===== config.mk =====
export PLATFORM = sky130hd
export DESIGN_NAME = pdsst_ctrl
export DESIGN_NICKNAME = d
export VERILOG_FILES = /design/src/rtl/pdsst_pkg.sv /design/src/rtl/pdsst_ctrl.sv
export SDC_FILE = /design/constraint.sdc
export NUM_CORES = 1
export LEC_CHECK = 0
export BUFFER_PORTS_ARGS = -buffer_cell sky130_fd_sc_hd__buf_2
export CORE_AREA = 2 2 39 41
export CTS_CLUSTER_SIZE = 25
export DETAILED_ROUTE_END_ITERATION = 10
export DIE_AREA = 0 0 41 43
export PLACE_DENSITY = 0.4
export SLEW_MARGIN = 20
export SYNTH_ARGS = -nofsm -noshare
export SYNTH_HDL_FRONTEND = slang
export SYNTH_SLANG_ARGS = --single-unit

===== constraint.sdc =====
create_clock -name clk -period 1.12 [get_ports clk]
set_input_delay 0.336 -clock clk [delete_from_list [all_inputs] [get_ports clk]]
set_output_delay 0.336 -clock clk [all_outputs]
set_load 0.02 [all_outputs]

===== src/rtl/pdsst_pkg.sv =====
package pdsst_pkg;

  localparam int MAX_DOMAINS_DEF = 16;
  localparam int MAX_SLOTS_DEF   = 8;

  localparam int KEY_W = 32;
  localparam int SIG_W = 32;
  localparam int CFG_W = 4;

  localparam logic [CFG_W-1:0] SLOTS_RESET = 4'd8;

  localparam logic CMD_ADD = 1'b0;
  localparam logic CMD_GET = 1'b1;

  typedef struct packed {
    logic load;
    logic scan;
    logic commit;
    logic emit;
  } ctl_cmd_t;

  typedef struct packed {
    logic finish;
    logic out_free;
  } dp_status_t;

endpackage


===== src/rtl/pdsst_ctrl.sv =====
module pdsst_ctrl
  import pdsst_pkg::*;
(
  input  logic       clk,
  input  logic       rst,
  input  logic       in_valid,
  output logic       in_ready,
  input  dp_status_t status,
  output ctl_cmd_t   cmd
);

  typedef enum logic [2:0] {
    ST_IDLE = 3'b001,
    ST_SCAN = 3'b010,
    ST_HOLD = 3'b100
  } state_t;

  state_t state;
  state_t state_next;

  always_ff @(posedge clk) begin
    if (rst) begin
      state <= ST_IDLE;
    end else begin
      state <= state_next;
    end
  end

  always_comb begin
    state_next = state;
    cmd        = '0;
    in_ready   = 1'b0;
    unique case (state)
      ST_IDLE: begin
        in_ready = 1'b1;
        if (in_valid) begin
          cmd.load   = 1'b1;
          state_next = ST_SCAN;
        end
      end
      ST_SCAN: begin
        cmd.scan = 1'b1;
        if (status.finish) begin
          cmd.commit = 1'b1;
          state_next = ST_HOLD;
        end
      end
      ST_HOLD: begin
        if (status.out_free) begin
          cmd.emit   = 1'b1;
          state_next = ST_IDLE;
        end
      end
      default: begin
        state_next = ST_IDLE;
      end
    endcase
  end

endmodule


==> flow_summary.toml, run 1 <==
[placed_design]
place.port_buffers = 9
place_ws_ns = -0.115
dp.cells = 46
place.gp.congestion = 0.710
dp_hpwl_um = 387

[die]
core.rowCount = 14
boundaryPins = 10
die_area_sq_um = 1760
die_h_um = 43
start_util_pct = 13.3
design.core.area_sq_um = 1380
die_w_um = 41

[synth]
ys_seq_area_share_pct = 32.7
ys_ff_latch = 3
synth_area_leader_cell = "dfxtp_1"
synth_warnings = 0
syn_area_per_cell_sq_um = 10.8
postSynth.asyncResetShare_pct = 0
synth.most_common_cell = "dfxtp_1"
synth_cell_types = 10
synthCells = 17
synthTopCellsByArea = "dfxtp_1 33%, a211oi_2 14%, and4bb_2 14%"
syn_area_sq_um = 184
ys.flop_type = "dfxtp_1"
synth_edf_count = 0
synthesis.nets = 22
synth_top_area_share_pct = 32.7

[worst_setup_path]
path_max_fanout = 6
cp-end-kind = "output port"
r2r-start = "state[1]"
critical_path_depth = 3
path_cells = "nor3b_4, and2_4, buf_6"
critical_path_arrival_ns = 1.08
cp.required_ns = 0.78
slowest_delay_ns = 0.36
critical_path.startpoint = "state[2]"
worst-setup-path-type = "flop to output port"
cp-endpoint = "cmd[1]"
path_buf_inv = 1
start_kind = "flop"
cp_top_family = "simple AND/OR/NAND/NOR gates"
regToRegEndpoint = "state[2]"
r2r_cells = 3
crit_slowest_cell = "dfxtp_4"
r2r_slack_ns = 0.02

[finish]
final_util_pct = 29.6
top_register = "state"
largest_reg_flops = 3
fillers = 144
nets = 44
reg_top3 = "state: 3 flops"
syn_to_final_growth_pct = 122
final_cell_count_no_fill = 54
insertedDiodeCount = 0
drive_gt1_share_pct = 81.6

[drt]
drt-total-wl_um = 569
viasPerCell = 4.11
vias = 222
drt-pass1-iter-count = 2
wl_per_cell_um = 10.5
drt_iter0_drc = 2
ant_nets = 0
drc = 0

[grt]
gr-total-overflow = 0
grt_pass1_wl_um = 903
grtUsageTotal_pct = 7.82
grt_start_max_net_pins = 9
grt_pass1_vias = 236
antenna_found_initial = 0

[pwr]
power_frac_clock_pct = 46.1
swShare_pct = 26.4
seqPwrFrac_pct = 29.3
power_frac_comb_pct = 24.6
leakage_nw = 0.165
irDropWorstVdd_mv = 0.234
p_int_mw = 0.302
power_density_nw_per_um2 = 1000
switchingPower_mw = 0.108

[timing]
skew_ns = 0.00150
hold_violations = 0
fin_ws_ns = -0.300
slew_viol_final = 0
setup_viol = 5
tightest_slew_ns = 0.200
period_share_pct = 127
timing.fmax_ghz = 0.704
slew_headroom_pct = 86.6
grt_setup_unrepaired = "yes"
period_minus_slack_ns = 1.42

[run]
drv_cap = 0

[run_status]
outcome = "finished, violations left"
violations = "setup timing"

[cts]
clock_sinks = 3
clk_path_buf_depth = 2
worstSkewPairLatency_ns = 0.23
cts_max_level = 1
clk_pin_slew_worst_paths_ns = 0.04
root_buffer = "clkbuf_4"
cts_tree = "built"
hold_buffers = 0
cts_buffers = 3

[hold_path]
hp-class = "primary input to flop"
holdPathStages = 2
[cells in the final DEF (no fill, tap or decap), drive strengths merged]
cell    count
nor3b       2
nand3b      2
a211oi      2
and2        1
buf        17
and4bb      2
or3b        2
inv         1
nor4b       1
o31ai       1
dfxtp       3
clkbuf      4
[cell families after synthesis]
logic type / synth area share (%)
buf+inv: 2.04
simple gates: 47.6
compound gates: 17.7
flops: 32.7
[stage by stage]
| stage | TNS, ns | area (sq um) | power (mW) | hold WS (ns) |
|---|---|---|---|---|
| 2_1_floorplan | -0.134 | 209 | 0.161 | 0.391 |
| 3_3_place_gp | -0.191 | 304 | 0.198 | 0.506 |
| 3_5_place_dp | -0.216 | 304 | 0.198 | 0.503 |
| 4_1_cts | -1.37 | 383 | 0.413 | 0.300 |
| 5_1_grt | -1.47 | 409 | 0.434 | 0.307 |
| 6_report | -1.23 | 409 | 0.410 | 0.308 |
[per-layer routing]
layer	global-route usage [%]	wire length, um
met1	10.3	251
met2	10.6	293
met3	0	24
met4	8.00	0
met5	0	0
[worst reg2reg max path, stage by stage, from the launching register on]
cell	delay [ns]
dfxtp_4	0.35
buf_6	0.12
or3b_1	0.35
a211oi_2	0.18
[area by class of cell]
cell class	instances	area, sq um	area share (%)
Clock buffer	4	26.3	6.42
Inverter	1	3.75	0.917
Multi-Input combinational cell	13	154	37.6
Sequential cell	3	71.3	17.4
Tap cell	16	20.0	4.89
Timing Repair Buffer	17	134	32.7
[worst min path at each step]
stage                     startpoint       end
final                            rst  state[1]
after floorplan                  rst  state[1]
after detailed placement    state[2]  state[1]
after global routing             rst  state[1]
after CTS                        rst  state[1]
after global placement      state[2]  state[1]
[timing repair]
| action | in CTS | in global routing |
|---|---|---|
| buffers inserted | 3 | 2 |
| pin swaps | 6 | 3 |
| resized for setup | 10 | 4 |
| endpoints found under the setup margin | 5 | 8 |
[power groups by stage]
stage | logic (mW) | clock network [mW] | registers, mW
finish | 0.101 | 0.189 | 0.120
floorplan | 0.0369 | 0 | 0.125
global route | 0.109 | 0.205 | 0.121
global placement | 0.0717 | 0 | 0.126
CTS | 0.0954 | 0.198 | 0.120
detailed placement | 0.0714 | 0 | 0.127
Power figures use the tool's default switching activity.
==> inputs of run 2 (changes only) <==
- CTS_BUF_LIST: unset -> sky130_fd_sc_hd__clkbuf_8
==> run 2 against run 1 <==
Against the previous run:
- the flow still finishes with violations (setup timing)
- largest power group unchanged
- clock-buffer cell count fell by 1
- cell area up 7.3%
- register-to-register slack lost 0.12 ns
- critical path type unchanged
==> flow_summary.toml, run 2 (synthesis gave the netlist of run 1 again) <==
[timing]
timing.fmax_ghz = 0.718
fin_ws_ns = -0.272
period_minus_slack_ns = 1.39
setup_viol = 8
slew_viol_final = 0
skew_ns = 0.00164
grt_setup_unrepaired = "yes"
period_share_pct = 124
hold_violations = 0
slew_headroom_pct = 87.9
tightest_slew_ns = 0.180

[grt]
gr-total-overflow = 0
grt_pass1_wl_um = 903
grt_start_max_net_pins = 9
grtUsageTotal_pct = 8.12
grt_pass1_vias = 229
antenna_found_initial = 0

[placed_design]
dp_hpwl_um = 387
dp.cells = 46
place_ws_ns = -0.115
place.gp.congestion = 0.710
placed_area_sq_um = 304
place.port_buffers = 9

[finish]
multi_input_area_sq_um = 154
final_cell_mix = "10 x buf_4, 5 x buf_2, 4 x buf_6"
syn_to_final_growth_pct = 139
largest_reg_flops = 3
reg_top3 = "state: 3 flops"
insertedDiodeCount = 0
register_area_sq_um = 71.3
top_register = "state"
nets = 46
final_common_cell = "buf_4"
fillers = 141
design_area_sq_um = 439
final_cell_count_no_fill = 56
drive_gt1_share_pct = 82.5

[drt]
wl_per_cell_um = 10.4
vias = 235
drt-total-wl_um = 585
drc = 0
viasPerCell = 4.20
drt-pass1-iter-count = 4
drt_iter0_drc = 5
ant_nets = 0

[run]
drv_cap = 0

[worst_setup_path]
worst-setup-path-type = "flop to output port"
slowest_delay_ns = 0.36
path_cells = "nor3b_4, and2_4, buf_6"
critical_path_arrival_ns = 1.06
start_kind = "flop"
crit_slowest_cell = "dfxtp_4"
path_max_fanout = 6
cp.required_ns = 0.78
cp-end-kind = "output port"

[pwr]
leakage_nw = 0.187
power_density_nw_per_um2 = 1210
power.total_mw = 0.532
irDropWorstVdd_mv = 0.305

[cts]
clk_path_buf_depth = 2
hold_buffers = 0
root_buffer = "clkbuf_8"
worstSkewPairLatency_ns = 0.22
clk_pin_slew_worst_paths_ns = 0.03
cts_tree = "built"
clock_sinks = 3
cts_buffers = 3
cts_max_level = 1

[die]
die_w_um = 41
design.core.area_sq_um = 1380
boundaryPins = 10
core.rowCount = 14
die_area_sq_um = 1760
start_util_pct = 13.3
die_h_um = 43

[hold_path]
hp-class = "primary input to flop"

[run_status]
violations = "setup timing"
outcome = "finished, violations left"
-- run 2: layer usage --
metal	up-vias	global-route usage (%)	share of wire (%)
met3	2	0	4.3
li1	113	-	-
met4	0	10.0	2.6
met5	-	0	0
met1	112	10.3	43
met2	8	10.6	50
-- run 2: timing repair --
action | CTS | global route
endpoints found under the setup margin | 5 | 8
resized for setup | 10 | 2
pin swaps | 6 | 7
cloned | 0 | 0
setup buffers | 4 | 2
-- run 2: worst paths after layout --
path,from,end,slack (ns),cells past startpoint
worst max register to register,state[1],state[2],-0.10,4
worst min-delay path,rst,state[1],0.32,2
worst max-delay path,state[1],cmd[1],-0.27,3
worst min register to register,state[2],state[1],0.57,2
-- run 2: final cells by class --
type | instances | share of cell area (%)
clock buffers | 3 | 9.40
clock inverters | 1 | 0.855
inverters | 1 | 0.855
multi-input cells | 13 | 35.0
flip-flops and latches | 3 | 16.2
well taps | 16 | 4.56
repair buffers | 19 | 33.0
-- run 2: per-stage QoR --
step,hold slack [ns],setup TNS [ns],utilization (%)
6_report,0.323,-1.33,31.7
5_1_grt,0.329,-1.66,31.7
4_1_cts,0.320,-1.22,29.6
3_5_place_dp,0.503,-0.216,22.0
3_3_place_gp,0.506,-0.191,22.0
2_1_floorplan,0.391,-0.134,-
-- run 2: worst max-delay path, delay by kind of cell (launching register included) --
| family | cells | cell delay (ns) |
|---|---|---|
| AND/OR/NAND/NOR | 2 | 0.37 |
| flip-flops | 1 | 0.36 |
| buffers and inverters | 1 | 0.10 |
-- run 2: power breakdown --
group / switching [mW] / internal [mW] / leakage [nW] / total, mW
Clock: 0.0727 / 0.233 / 0.0269 / 0.306
Combinational: 0.0438 / 0.0617 / 0.134 / 0.105
Sequential: 0.00952 / 0.110 / 0.0261 / 0.120
==> inputs of run 3 (changes only) <==
- PLACE_DENSITY: 0.4 -> 0.34
- SKIP_LAST_GASP: unset -> 1
==> run 3 against run 2 <==
Against the previous run:
- the run still ends with setup timing left
- first-iteration DRC count is 100% lower
- non-clock buffer count unchanged
- total power increased by 0.75%
==> flow_summary.toml, run 3 (synthesis gave the netlist of run 1 again) <==
[worst_setup_path]
r2r_slack_ns = -0.07
r2r_cells = 4
critical_path.startpoint = "state[2]"
regToRegEndpoint = "state[2]"
cp-end-kind = "output port"
worst-setup-path-type = "flop to output port"
r2r-start = "state[1]"
path_max_fanout = 5
start_kind = "flop"
critical_path_arrival_ns = 1.06
cp.required_ns = 0.78

[cts]
worstSkewPairLatency_ns = 0.21
clk_pin_slew_worst_paths_ns = 0.03
clk_path_buf_depth = 2
clock_sinks = 3
root_buffer = "clkbuf_8"
cts_max_level = 1
cts_tree = "built"
cts_buffers = 3

[timing]
period_minus_slack_ns = 1.39
skew_ns = 0.00114
hold_violations = 0
tightest_slew_ns = 0.191
slew_headroom_pct = 87.2
holdWs_ns = 0.317
timing.fmax_ghz = 0.718
fin_ws_ns = -0.273
period_share_pct = 124
slew_viol_final = 0
setup_viol = 8
grt_setup_unrepaired = "yes"

[placed_design]
placed_area_sq_um = 319
place.gp.congestion = 0.713
dp_hpwl_um = 408
place.port_buffers = 9
place_ws_ns = -0.0899

[finish]
drive_gt1_share_pct = 85.0
syn_to_final_growth_pct = 144
design_area_sq_um = 449
reg_top3 = "state: 3 flops"
final_util_pct = 32.5
final_common_cell = "buf_4"
insertedDiodeCount = 0
largest_reg_flops = 3
top_register = "state"
nets = 46
final_cell_mix = "8 x buf_4, 6 x buf_6, 5 x buf_2"

[grt]
grt_start_max_net_pins = 6
gr-total-overflow = 0
antenna_found_initial = 0
grtUsageTotal_pct = 9.42
grt_pass1_wl_um = 1050
grt_pass1_vias = 268

[drt]
drt-pass1-iter-count = 1
drc = 0
wl_per_cell_um = 11.9
ant_nets = 0
vias = 224
drt_iter0_drc = 0
drt-total-wl_um = 669
viasPerCell = 4.00

[die]
die_area_sq_um = 1760
start_util_pct = 13.3
die_h_um = 43
core.rowCount = 14
boundaryPins = 10
design.core.area_sq_um = 1380
die_w_um = 41

[hold_path]
holdPathStages = 2
hp-start = "rst"
whs_endpoint = "state[2]"
hp-class = "primary input to flop"

[pwr]
power.total_mw = 0.536
irDropWorstVdd_mv = 0.306
leakage_nw = 0.191
power_density_nw_per_um2 = 1190

[run]
drv_cap = 0

[run_status]
violations = "setup timing"
outcome = "finished, violations left"
run 3: timing repair:
action	in CTS	in global routing
hold buffers	0	0
gates cloned	0	0
setup buffers	4	0
hold endpoints to repair	0	0
pin swaps	8	4
gates resized for setup	12	3
endpoints found under the setup margin	7	8
run 3: layout make-up:
class	instances	area [sq um]
clock buffer	3	41.3
clock inverter	1	3.75
fill	154	935
inverter	1	3.75
multi-input combinational	13	156
sequential	3	71.3
tap	16	20.0
timing repair buffer	19	153
run 3: critical path, stage by stage, from the launching register on:
cell,delay [ns]
dfxtp_4,0.35
nor3b_4,0.22
and2_4,0.17
buf_6,0.10
run 3: worst max path at each step:
stage	end	slack, ns	cells after the start
2_1_floorplan	cmd[1]	-0.13	2
3_3_place_gp	cmd[1]	-0.09	3
3_5_place_dp	cmd[1]	-0.09	3
4_1_cts	cmd[1]	-0.28	3
5_1_grt	cmd[1]	-0.33	3
6_report	cmd[1]	-0.27	3
run 3: metal layers:
layer | vias to the layer above | wire, um | global-route usage (%)
li1 | 113 | - | -
met1 | 105 | 306 | 9.90
met2 | 6 | 350 | 14.1
met3 | 0 | 12 | 3.14
met4 | 0 | 0 | 8.00
met5 | - | 0 | 0
run 3: per-stage QoR:
step | setup TNS (ns) | std cells
after detailed placement | -0.291 | 48
after global routing | -1.56 | 56
final | -1.24 | 56
after CTS | -1.34 | 56
after floorplan | -0.134 | 17
after global placement | -0.298 | 48
run 3: where the power goes:
part / total [mW] / leakage [nW] / switching (mW) / internal, mW
logic: 0.112 / 0.138 / 0.0466 / 0.0650
clock network: 0.305 / 0.0269 / 0.0716 / 0.233
registers: 0.119 / 0.0261 / 0.00852 / 0.110
